--- config.mk ---
export PLATFORM = sky130hd
export DESIGN_NAME = permutation_combination_count
export DESIGN_NICKNAME = d
export VERILOG_FILES = /design/src/design/pcc_pkg.sv /design/src/design/pcc_arith.sv /design/src/design/permutation_combination_count.sv
export SDC_FILE = /design/constraint.sdc
export NUM_CORES = 1
export LEC_CHECK = 0
export BUFFER_PORTS_ARGS = -buffer_cell sky130_fd_sc_hd__buf_2
export CAP_MARGIN = 20
export CORE_MARGIN = 5
export CORE_UTILIZATION = 60
export CTS_CLUSTER_DIAMETER = 80
export DETAILED_ROUTE_END_ITERATION = 6
export PLACE_DENSITY = 0.78
export SLEW_MARGIN = 20
export SYNTH_ARGS = -nofsm -noshare
export SYNTH_HDL_FRONTEND = slang
export SYNTH_SLANG_ARGS = --single-unit
--- constraint.sdc ---
create_clock -name clock -period 21.7 [get_ports clock]
set_clock_uncertainty 0.1 [all_clocks]
set_input_delay 2.17 -clock clock [delete_from_list [all_inputs] [get_ports clock]]
set_output_delay 2.17 -clock clock [all_outputs]
set_load 0.005 [all_outputs]
--- src/design/pcc_pkg.sv ---
`timescale 1ns / 1ps
`default_nettype none

package pcc_pkg;

   localparam int N_W       = 4;
   localparam int COUNT_W   = 29;
   localparam int MAX_N     = 12;
   // wide enough for 15!, the largest product a 4-bit n can build
   localparam int ACC_W     = 48;
   localparam int DIV_CHUNK = 8;
   localparam int DIV_STEPS = ACC_W / DIV_CHUNK;
   localparam int DIV_CNT_W = $clog2(DIV_STEPS);

   localparam logic OP_PERM = 1'b0;
   localparam logic OP_COMB = 1'b1;

   localparam logic STATUS_OK  = 1'b0;
   localparam logic STATUS_ERR = 1'b1;

   localparam logic [COUNT_W-1:0] COUNT_MAX = {COUNT_W{1'b1}};

   typedef struct packed {
      logic           div_sel;  // 0: multiply by operand, 1: one chunk of divide by operand
      logic [N_W-1:0] operand;
   } arith_cmd_type;

endpackage

`default_nettype wire

--- src/design/pcc_arith.sv ---
`timescale 1ns / 1ps
`default_nettype none

module pcc_arith (
   input  wire  pcc_pkg::arith_cmd_type     cmd,
   input  wire  logic [pcc_pkg::ACC_W-1:0]  acc_in,
   input  wire  logic [pcc_pkg::N_W-1:0]    rem_in,
   output logic [pcc_pkg::ACC_W-1:0]        acc_out,
   output logic [pcc_pkg::N_W-1:0]          rem_out
);
   import pcc_pkg::*;

   logic [ACC_W+N_W-1:0] product;
   logic [ACC_W-1:0]     div_d;
   logic [N_W-1:0]       div_r;
   logic [N_W:0]         trial;

   assign product = acc_in * cmd.operand;

   // restoring division, DIV_CHUNK quotient bits per pass
   always_comb begin
      div_d = acc_in;
      div_r = rem_in;
      trial = '0;
      for (int j = 0; j < DIV_CHUNK; j++) begin
         trial = {div_r, div_d[ACC_W-1]};
         div_d = {div_d[ACC_W-2:0], 1'b0};
         if (trial >= {1'b0, cmd.operand}) begin
            div_r    = N_W'(trial - {1'b0, cmd.operand});
            div_d[0] = 1'b1;
         end else begin
            div_r = trial[N_W-1:0];
         end
      end
   end

   always_comb begin
      if (cmd.div_sel) begin
         acc_out = div_d;
         rem_out = div_r;
      end else begin
         acc_out = product[ACC_W-1:0];
         rem_out = '0;
      end
   end

endmodule

`default_nettype wire

--- src/design/permutation_combination_count.sv ---
// Permutation / combination counter.
// Input channel req_*: n, k and opcode (0 = nPk, 1 = nCk). req_stall is high
// while an item is in work; one item is taken at a time.
// Result channel rsp_*: the count and a status bit (1 when k > n or n > 12,
// count then 0). A count that does not fit 29 bits saturates.
// The transfer is taken in the idle state, then one multiply pass per factor
// through the shared arithmetic unit; nCk adds six divide passes (8 quotient
// bits each) per factor; the finish state then loads the output register
// once that register is free.
// The result sits in an output register, so a new item is taken while a
// result still waits; if the receiver stalls, the next result waits in the
// sequencer until the register frees up.
// Reset (synchronous, active high) returns the sequencer to idle and drops
// rsp_valid.
`timescale 1ns / 1ps
`default_nettype none

module permutation_combination_count #(
   parameter int MAX_N = pcc_pkg::MAX_N
) (
   input  wire  logic                          clock,
   input  wire  logic                          reset,
   input  wire  logic                          req_valid,
   output logic                                req_stall,
   input  wire  logic [pcc_pkg::N_W-1:0]       req_n_count,
   input  wire  logic [pcc_pkg::N_W-1:0]       req_k_count,
   input  wire  logic                          req_opcode,
   output logic                                rsp_valid,
   input  wire  logic                          rsp_stall,
   output logic [pcc_pkg::COUNT_W-1:0]         rsp_count_value,
   output logic                                rsp_status
);
   import pcc_pkg::*;

   localparam logic [1:0] ST_IDLE   = 2'd0;
   localparam logic [1:0] ST_MUL    = 2'd1;
   localparam logic [1:0] ST_DIV    = 2'd2;
   localparam logic [1:0] ST_FINISH = 2'd3;

   localparam logic [DIV_CNT_W-1:0] DIV_LAST = DIV_CNT_W'(DIV_STEPS - 1);

   logic [1:0]           state_ff, state_in;
   logic [N_W-1:0]       n_ff, n_in;
   logic [N_W-1:0]       k_ff, k_in;
   logic                 op_ff, op_in;
   logic                 err_ff, err_in;
   logic [N_W-1:0]       step_ff, step_in;
   logic [DIV_CNT_W-1:0] div_cnt_ff, div_cnt_in;
   logic [ACC_W-1:0]     acc_ff, acc_in;
   logic [N_W-1:0]       rem_ff, rem_in;
   logic                 rsp_valid_ff, rsp_valid_in;
   logic [COUNT_W-1:0]   rsp_value_ff, rsp_value_in;
   logic                 rsp_status_ff, rsp_status_in;

   arith_cmd_type        cmd;
   logic [ACC_W-1:0]     unit_acc;
   logic [N_W-1:0]       unit_rem;
   logic [N_W-1:0]       factor;
   logic                 req_xfer;
   logic                 rsp_free;
   logic                 bad_item;
   logic                 last_step;

   pcc_arith u_arith (
      .cmd     (cmd),
      .acc_in  (acc_ff),
      .rem_in  (rem_ff),
      .acc_out (unit_acc),
      .rem_out (unit_rem)
   );

   assign req_stall = (state_ff != ST_IDLE);
   assign req_xfer  = req_valid && !req_stall;
   assign rsp_free  = !rsp_valid_ff || !rsp_stall;
   assign bad_item  = (req_k_count > req_n_count) || (int'(req_n_count) > MAX_N);
   assign last_step = (step_ff == k_ff);

   // nPk factors run n down to n-k+1, nCk factors run n-k+1 up to n
   assign factor = (op_ff == OP_PERM) ? N_W'(n_ff - step_ff + 1'b1)
                                      : N_W'(n_ff - k_ff + step_ff);

   always_comb begin
      cmd.div_sel = (state_ff == ST_DIV);
      cmd.operand = (state_ff == ST_DIV) ? step_ff : factor;
   end

   always_comb begin
      state_in      = state_ff;
      n_in          = n_ff;
      k_in          = k_ff;
      op_in         = op_ff;
      err_in        = err_ff;
      step_in       = step_ff;
      div_cnt_in    = div_cnt_ff;
      acc_in        = acc_ff;
      rem_in        = rem_ff;
      rsp_valid_in  = rsp_valid_ff && rsp_stall;
      rsp_value_in  = rsp_value_ff;
      rsp_status_in = rsp_status_ff;

      case (state_ff)
         ST_IDLE: begin
            if (req_xfer) begin
               n_in    = req_n_count;
               k_in    = req_k_count;
               op_in   = req_opcode;
               err_in  = bad_item;
               step_in = N_W'(1);
               acc_in  = ACC_W'(1);
               if (bad_item || (req_k_count == '0)) begin
                  state_in = ST_FINISH;
               end else begin
                  state_in = ST_MUL;
               end
            end
         end
         ST_MUL: begin
            acc_in = unit_acc;
            if (op_ff == OP_COMB) begin
               rem_in     = '0;
               div_cnt_in = '0;
               state_in   = ST_DIV;
            end else if (last_step) begin
               state_in = ST_FINISH;
            end else begin
               step_in = step_ff + 1'b1;
            end
         end
         ST_DIV: begin
            acc_in     = unit_acc;
            rem_in     = unit_rem;
            div_cnt_in = div_cnt_ff + 1'b1;
            if (div_cnt_ff == DIV_LAST) begin
               if (last_step) begin
                  state_in = ST_FINISH;
               end else begin
                  step_in  = step_ff + 1'b1;
                  state_in = ST_MUL;
               end
            end
         end
         ST_FINISH: begin
            if (rsp_free) begin
               rsp_valid_in  = 1'b1;
               rsp_status_in = err_ff ? STATUS_ERR : STATUS_OK;
               if (err_ff) begin
                  rsp_value_in = '0;
               end else if (acc_ff > ACC_W'(COUNT_MAX)) begin
                  rsp_value_in = COUNT_MAX;
               end else begin
                  rsp_value_in = acc_ff[COUNT_W-1:0];
               end
               state_in = ST_IDLE;
            end
         end
         default: begin
            state_in = ST_IDLE;
         end
      endcase
   end

   always_ff @(posedge clock) begin
      if (reset) begin
         state_ff     <= ST_IDLE;
         rsp_valid_ff <= 1'b0;
      end else begin
         state_ff     <= state_in;
         rsp_valid_ff <= rsp_valid_in;
      end
   end

   always_ff @(posedge clock) begin
      n_ff          <= n_in;
      k_ff          <= k_in;
      op_ff         <= op_in;
      err_ff        <= err_in;
      step_ff       <= step_in;
      div_cnt_ff    <= div_cnt_in;
      acc_ff        <= acc_in;
      rem_ff        <= rem_in;
      rsp_value_ff  <= rsp_value_in;
      rsp_status_ff <= rsp_status_in;
   end

   assign rsp_valid       = rsp_valid_ff;
   assign rsp_count_value = rsp_value_ff;
   assign rsp_status      = rsp_status_ff;

   a_busy_after_take: assert property (@(posedge clock) disable iff (reset)
      req_xfer |=> req_stall)
      else $error("input taken but block still ready");

   a_err_zero: assert property (@(posedge clock) disable iff (reset)
      (rsp_valid && rsp_status == STATUS_ERR) |-> (rsp_count_value == '0))
      else $error("error result with nonzero count");

   a_rsp_from_finish: assert property (@(posedge clock) disable iff (reset)
      $rose(rsp_valid) |-> $past(state_ff == ST_FINISH))
      else $error("result raised outside finish state");

   a_exact_divide: assert property (@(posedge clock) disable iff (reset)
      (state_ff == ST_DIV && div_cnt_ff == DIV_LAST) |=> (rem_ff == '0))
      else $error("combination step left a remainder");

endmodule

`default_nettype wire

======== Word-level counts from Yosys, hierarchy flattened ========
Cells that the tools add are included.
operators by class
  equality and inequality tests ........... 11
  mux-type cells .......................... 42
  reduce and logical (&&, ||, !) cells .... 21
  $mul .................................... 1
  magnitude comparators ................... 11
  $add $sub $neg .......................... 14
operators with widths
  kind                                                                    count
  48-bit two-way mux                                                      2
  48-bit case mux with 2 select lines                                     1
  4-bit two-way mux                                                       15
  48-bit by 29-bit > comparator with 1-bit output, second input constant  1
  48-bit by 4-bit multiplier with 48-bit output                           1
  5-bit by 4-bit greater-or-equal comparator with 1-bit output            8
  4-bit subtractor                                                        10
  29-bit two-way mux                                                      1
  2-bit two-way mux                                                       7
  4-bit case mux with 3 select lines                                      1
  1-bit two-way mux                                                       11
  4-bit by 1-bit adder with 4-bit output, second input constant           2
  2-bit inequality test, second input constant                            4
  2-bit case mux with 4 select lines                                      1
  4-bit case mux with 2 select lines                                      1
  2-bit AND reduction                                                     4
  4-bit AND reduction                                                     2
  3-bit case mux with 2 select lines                                      1
  2-bit nonzero test                                                      3
  4-bit adder                                                             1
  2-bit == test, second input constant                                    2
  4-bit == test                                                           1
  4-bit > comparator                                                      1
  4-bit > comparator, second input constant                               1
  13 further kinds                                                        18
word-level totals
  flip-flop bits (word level) ............. 102
  output and inout port bits .............. 32
  input bits .............................. 13
  logic and storage cells ................. 112

======== Depth between registers and ports, before layout ========
Gate-level depths: netlist (run 1).
  depth after elaboration ................. 22
  gate-level depth with buffers ........... 69
  mapped depth without buffers ............ 68

======== Modules after synthesis ========
A second synthesis (run 1) with hierarchy kept.
unflattened totals
  cells, all modules ...................... 1355
  area, all modules ....................... 12107.9 µm²
modules (own cells, without submodules)
  module                         cells each  area each (µm²)  instances  seq. area each (µm²)
  pcc_arith                      1004        7522.2           1          0.0
  permutation_combination_count  351         4585.6           1          3032.9

======== Least setup slack after synthesis (run 1) ========
Ideal clock, no wire load.
  path kind ............................... register to register
  from .................................... reg step_ff[1]
  to ...................................... reg rem_ff[1], data pin
  cell stages (with the launch flop) ...... 62
  period minus slack after synthesis ...... 14073 ps
  required time ........................... 21344 ps
  path buffers ............................ 2
  data arrival time ....................... 13717 ps
  setup slack ............................. 7627 ps
  setup time .............................. 256 ps
  cells stage by stage .................... edfxtp_1 inv_1 fa_1 inv_1 fa_1 mux2i_1 o21ai_0 clkbuf_1 inv_1 ha_1 inv_1 o21ai_2 nand2_2 o21ai_0 ha_1 o21ai_0 a21oi_1 a2111oi_4 [... 26 more ...] mux2_4 a21oi_1 ha_1 a21o_1 a21o_1 a31o_2 a21o_1 or3_1 and3_1 or2_2 ha_1 o21ai_0 nand2b_1 a31o_2 a21oi_1 o31a_1 a211oi_1 a41o_1
on the way
  word-level cells in the longest chain between the ends .. 21
  elaborated cells between the ends (all ways) .. 30
  those cells by class .................... add/sub: 11; order compare: 8; mux: 11
ends and longest elaborated chain
  item                                                                                              line                                  source
  start: declaration                                                                                permutation_combination_count.sv:47   logic [N_W-1:0] step_ff, step_in;
  start signal: assignment                                                                          permutation_combination_count.sv:177  step_ff <= step_in;
  4-bit subtractor                                                                                  permutation_combination_count.sv:79   assign factor = (op_ff == OP_PERM) ? N_W'(n_ff - step_ff + 1'b1)
  4-bit by 1-bit adder with 4-bit output                                                            permutation_combination_count.sv:79
  4-bit two-way mux                                                                                 permutation_combination_count.sv:79
  4-bit two-way mux *                                                                               permutation_combination_count.sv:84   cmd.operand = (state_ff == ST_DIV) ? step_ff : factor;
  4-bit subtractor or 5-bit by 4-bit greater-or-equal comparator with 1-bit output (tied branches)  pcc_arith.sv:29, pcc_arith.sv:28
  4-bit two-way mux                                                                                 pcc_arith.sv:28                       if (trial >= {1'b0, cmd.operand}) begin
  4-bit subtractor or 5-bit by 4-bit greater-or-equal comparator with 1-bit output (tied branches)  pcc_arith.sv:29, pcc_arith.sv:28
  4-bit two-way mux                                                                                 pcc_arith.sv:28
  [... 5 more ...]                                                                                  --
  4-bit two-way mux                                                                                 pcc_arith.sv:28
  4-bit subtractor or 5-bit by 4-bit greater-or-equal comparator with 1-bit output (tied branches)  pcc_arith.sv:29, pcc_arith.sv:28
  4-bit two-way mux                                                                                 pcc_arith.sv:28
  5-bit by 4-bit greater-or-equal comparator with 1-bit output or 4-bit subtractor (tied branches)  pcc_arith.sv:28, pcc_arith.sv:29
  4-bit two-way mux                                                                                 pcc_arith.sv:28
  4-bit subtractor or 5-bit by 4-bit greater-or-equal comparator with 1-bit output (tied branches)  pcc_arith.sv:29, pcc_arith.sv:28
  4-bit two-way mux *                                                                               pcc_arith.sv:28
  4-bit case mux with 2 select lines *                                                              permutation_combination_count.sv:101  case (state_ff)
  end signal: assignment                                                                            permutation_combination_count.sv:180  rem_ff <= rem_in;
  end: declaration                                                                                  permutation_combination_count.sv:50   logic [N_W-1:0] rem_ff, rem_in;
Mark *: on every way between the ends. The rest lies on a longest branch, timed or not.
A chain may end at the register's enable or synchronous reset.

======== Worst setup path in the final report (run 1) ========
Same ends and word-level chain as after synthesis.

==> flow_metrics.tcl, run 1 <==
set metrics [dict create \
    drive_gt1_share_pct 7.08 \
    grt_overflow 0 \
    routed_via_density 5.86 \
    totalWireLength_um 27100 \
    synth-simple-area-share_pct 17.4 \
    synth_area_mm2 0.0119 \
    synthAdderAreaFrac_pct 28.6 \
    status "complete, no violations" \
    synth.distinct_cells 63 \
    period_share_pct 74.3 \
    initial_core_util_pct 60.9 \
    ys_seq_area_share_pct 25.6 \
    grt_pass1_wl_um 46100 \
    synth_edf_count 99 \
    hold_class "reg -> reg" \
    antennaDiodeCount 0 \
    muxShareOfSynthArea_pct 2.32 \
    min_path_cells 2 \
    avgSynthCellArea_um2 8.89 \
    startpoint "step_ff[1]" \
    vias 9500 \
    maxCapViolations 0 \
    synth_xor_area_share_pct 5.32 \
    clock_path_buffers 2 \
    wl_per_cell_um 16.7 \
    synth_most_common_cell "nand2_1" \
    final_antenna_net_count 0 \
    clkSinkCount 102 \
    maxSlewViolCount 0 \
    r2r_cells 63 \
    setup_tns_ps 0 \
    syn_nets 1557 \
    fmax_mhz 62.0 \
    critPathMaxFanout 45 \
    dr.first_iter.drc_count 720 \
    critPathMostFrequentCell "ha_1" \
    die-height_um 151 \
    hold_start "rsp_valid" \
    grt_max_degree 67 \
    start_kind "flop" \
    finalHoldViolCount 0 \
    first_pass_iters 5 \
    finalSetupViolCount 0 \
    ys_top_cells_by_area "edfxtp_1 (25%), fa_1 (17%), ha_1 (12%)" \
    postCtsSetupBuffers 0 \
    synthFlopType "edfxtp_1" \
    async_flop_share_pct 0 \
    cpMaxStageDelayCell "a2111oi_4" \
    yosysTopAreaCellShare_pct 25.1 \
    nNetsFinal 1574 \
    drc 0 \
    min_period_ps 16120 \
    dp_hpwl_um 20100 \
    hold_buffers 0 \
    fp.dieW_um 151 \
    ys_ff_latch 102 \
    synth_top_family_by_area "adder cells" \
    ctsResizeCount 0 \
    cts_made_buffers 9 \
    ioPinCount 45 \
    synth-compound-area-share_pct 14.8 \
    ctsRootBufferMaster "clkbuf_16" \
    critPathCaptureType "flop" \
    synth_cells 1334 \
    cp.required_ps 21710 \
    cp.arrival_ps 16130 \
    num_rows 51 \
    clock_latency_ps 350 \
    cts_tree "yes" \
    antenna_found_initial 0 \
    htree_levels 3 \
    globalplace.congestion 0.930 \
    tightest_slew_ps 1180 \
    die_area_mm2 0.0227 \
    yosys.area.top_type "edfxtp_1" \
    grt_pass1_vias 9384 \
    slowest_delay_ps 590 \
    port_buffers 44 \
    clk_pin_slew_ps 70 \
    rsz0062_at_grt "no" \
    area_growth_pct 6.60 \
    core_region_area_mm2 0.0195 \
    relSlewSlack_pct 19.3 \
    r2r-start "step_ff[1]" \
    critPathKind "reg -> reg" \
    yosys_warnings 0 \
    grt.total_usage_pct 25.3 \
    synth_common_cells "nand2_1 (208), inv_1 (142), nor2_1 (118)" \
]
[routing by layer]
metal	wire length, um	track usage (%)	part of all wire [%]
met2	12800	41.7	47
met4	503	7.37	1.9
met1	12000	34.9	44
met5	0	0	0
met3	1770	3.58	6.5
[path summary, 6_finish.rpt]
| path | to | slack (ps) |
|---|---|---|
| worst max-delay path | rem_ff[1] | 5580 |
| worst min-delay path | rsp_valid | 470 |
| worst max register to register | rem_ff[1] | 5580 |
| worst min register to register | rsp_valid | 470 |
[registers in the layout, indices dropped and copies added, names as in the netlist]
signal / flops
err_ff: 1
rsp_valid: 1
rsp_status: 1
state_ff: 2
rsp_count_value: 29
n_ff: 4
acc_ff: 48
k_ff: 4
div_cnt_ff: 3
step_ff: 4
op_ff: 1
rem_ff: 4
[critical path, delay by kind of cell, from the launching register on]
family | cells | cell delay (ps)
buffers and inverters | 3 | 840
adder cells (fa/ha/maj) | 11 | 3420
XOR/XNOR | 2 | 330
AND/OR/NAND/NOR | 8 | 1720
AO/OA/AOI/OAI | 32 | 6520
flip-flops | 1 | 510
multiplexers | 7 | 2450
[cell usage in the layout (no fill, tap or decap), types with 46 or more instances in the layout]
cell      instances
o21ai_0          46
a21oi_1          97
and2_1           49
edfxtp_1         99
nor2_1          117
nand2_1         208
ha_1            108
fa_1            101
xnor2_1          57
inv_1           142
[kinds of logic (layout without fill, tap and decap cells)]
logic type | Yosys count | in the layout
compound gates | 274 | 274
xor+xnor | 72 | 72
fa+ha+maj | 210 | 210
buf+inv | 188 | 209
flops | 102 | 102
mux | 25 | 25
simple gates | 463 | 463
[layout make-up]
class                           instances  area, um^2
Multi-Input combinational cell       1044        8180
Fill cell                            1611        6830
Sequential cell                       102        3030
Inverter                              142         533
Tap cell                              265         332
Timing Repair Buffer                   52         280
Clock buffer                           11         233
Clock inverter                          4        48.8
[stage by stage]
stage / utilization, % / area, um^2 / cells / hold WS (ps) / worst slack [ps]
floorplan: - / 11900 / 1334 / 346 / 7630
global placement: 63.5 / 12400 / 1605 / 464 / 6320
detailed placement: 63.5 / 12400 / 1605 / 472 / 5600
CTS: 64.9 / 12600 / 1620 / 477 / 5600
global route: 64.9 / 12600 / 1620 / 519 / 4270
finish: 64.9 / 12600 / 1620 / 472 / 5580
Power of run 1 is left out: the tool's default activity adds up to more than one toggle a clock period on the data nets, which glitch-free logic cannot reach.
==> run 2, diff against run 1 <==
clock period = 16.2 ns   (was 21.7 ns; I/O delays follow)
==> flow_metrics.tcl, run 2 (synthesis gave the netlist of run 1 again) <==
set metrics [dict create \
    final_antenna_net_count 0 \
    hold_buffers 0 \
    area_growth_pct 6.85 \
    maxSlewViolCount 0 \
    routed_via_density 5.85 \
    cts_tree "yes" \
    cpMaxStageDelayCell "edfxtp_1" \
    fp.dieW_um 151 \
    r2r_cells 62 \
    fin_area_mm2 0.0127 \
    core_region_area_mm2 0.0195 \
    status "complete, no violations" \
    r2r-end "rem_ff[1]" \
    fin_ws_ps 1130 \
    dr.first_iter.drc_count 784 \
    clkSinkCount 102 \
    htree_levels 3 \
    initial_core_util_pct 60.9 \
    hold_class "reg -> reg" \
    slowest_delay_ps 500 \
    finalHoldViolCount 0 \
    largest_reg_flops 48 \
    critPathKind "reg -> reg" \
    cp.required_ps 16200 \
    drc 0 \
    setup_tns_ps 0 \
    ioPinCount 45 \
    grt_max_degree 62 \
    start_kind "flop" \
    mostFrequentLayoutCells "nand2_1 (208), inv_1 (142), nor2_1 (117)" \
    grt_pass1_vias 9400 \
    port_buffers 44 \
    die-height_um 151 \
    min_path_cells 2 \
    drive_gt1_share_pct 7.44 \
    ctsRootBufferMaster "clkbuf_16" \
    critPathMaxFanout 9 \
    vias 9497 \
    postPlaceCellArea_mm2 0.0124 \
    clock_path_buffers 2 \
    r2r-start "step_ff[1]" \
    place_worst_setup_slack_ps 873 \
    r2r_slack_ps 1130 \
    dp_hpwl_um 20100 \
    nNetsFinal 1576 \
    fmax_mhz 66.4 \
    cp.arrival_ps 15070 \
    relSlewSlack_pct 27.4 \
    critPathMostFrequentCell "ha_1" \
    clock_latency_ps 350 \
    antennaDiodeCount 0 \
    top_register "acc_ff" \
    tightest_slew_ps 1060 \
    num_rows 51 \
    totalWireLength_um 27100 \
    maxCapViolations 0 \
    finalSetupViolCount 0 \
    clk_pin_slew_ps 70 \
    grt_pass1_wl_um 46200 \
    hold_start "rsp_valid" \
    first_pass_iters 6 \
    final_common_cell "nand2_1" \
    critPathCaptureType "flop" \
    die_area_mm2 0.0227 \
    antenna_found_initial 0 \
    grt.total_usage_pct 25.2 \
    wl_per_cell_um 16.7 \
    cts_made_buffers 9 \
    period_share_pct 93.0 \
    globalplace.congestion 0.910 \
    rsz0062_at_grt "no" \
    whs_endpoint "rsp_valid" \
    min_period_ps 15070 \
    grt_overflow 0 \
]
-- run 2: cell types whose count changed in the layout (fill, tap and decap cells not counted), sizes merged --
cell	previous run	this run
clkinvlp	2	1
buf	52	54
inv	142	143
clkinv	1	2
-- run 2: how the worst max path moves through the flow --
stage / to / slack (ps) / start
after global placement: rem_ff[1] / 1480 / step_ff[1]
after floorplan: rem_ff[1] / 2130 / step_ff[1]
after CTS: rem_ff[1] / 840 / step_ff[1]
after global routing: rem_ff[1] / 30 / step_ff[1]
after detailed placement: rem_ff[1] / 870 / step_ff[1]
final: rem_ff[1] / 1130 / step_ff[1]
-- run 2: area by class of cell --
cell class / count / area [um^2]
sequential: 102 / 3030
clock buffer: 11 / 233
fill: 1602 / 6800
clock inverter: 5 / 58.8
inverter: 142 / 533
multi-input combinational: 1044 / 8180
tap: 265 / 332
timing repair buffer: 54 / 295
-- run 2: critical path: cells and delay by family (launching register included) --
family / cells / cell delay, ps
AOI/OAI and AO/OA: 32 / 6210
xor gates and xnor gates: 2 / 350
adders and majority gates: 11 / 3430
buffers and inverters: 2 / 400
DFF: 1 / 500
muxes: 7 / 2330
and+or+nand+nor: 8 / 1530
-- run 2: routing by layer --
layer / track usage [%] / wire length [um] / share of wire [%]
met5: 0 / 0 / 0
met2: 41.5 / 12900 / 48
met3: 2.68 / 1470 / 5.4
met1: 35.4 / 12100 / 45
met4: 7.14 / 593 / 2.2
-- run 2: repair_timing --
action	CTS	global route
setup buffers	0	1
endpoints found under the setup margin	0	5
resized for setup	0	1
-- run 2: through the flow --
| step | std cells | util (%) | hold slack (ps) |
|---|---|---|---|
| final | 1623 | 65.1 | 477 |
| after global routing | 1623 | 65.1 | 519 |
| after CTS | 1622 | 65.0 | 479 |
| after detailed placement | 1606 | 63.5 | 467 |
| after global placement | 1606 | 63.5 | 465 |
| after floorplan | 1334 | - | 346 |
Power of run 2 is left out for the same reason.
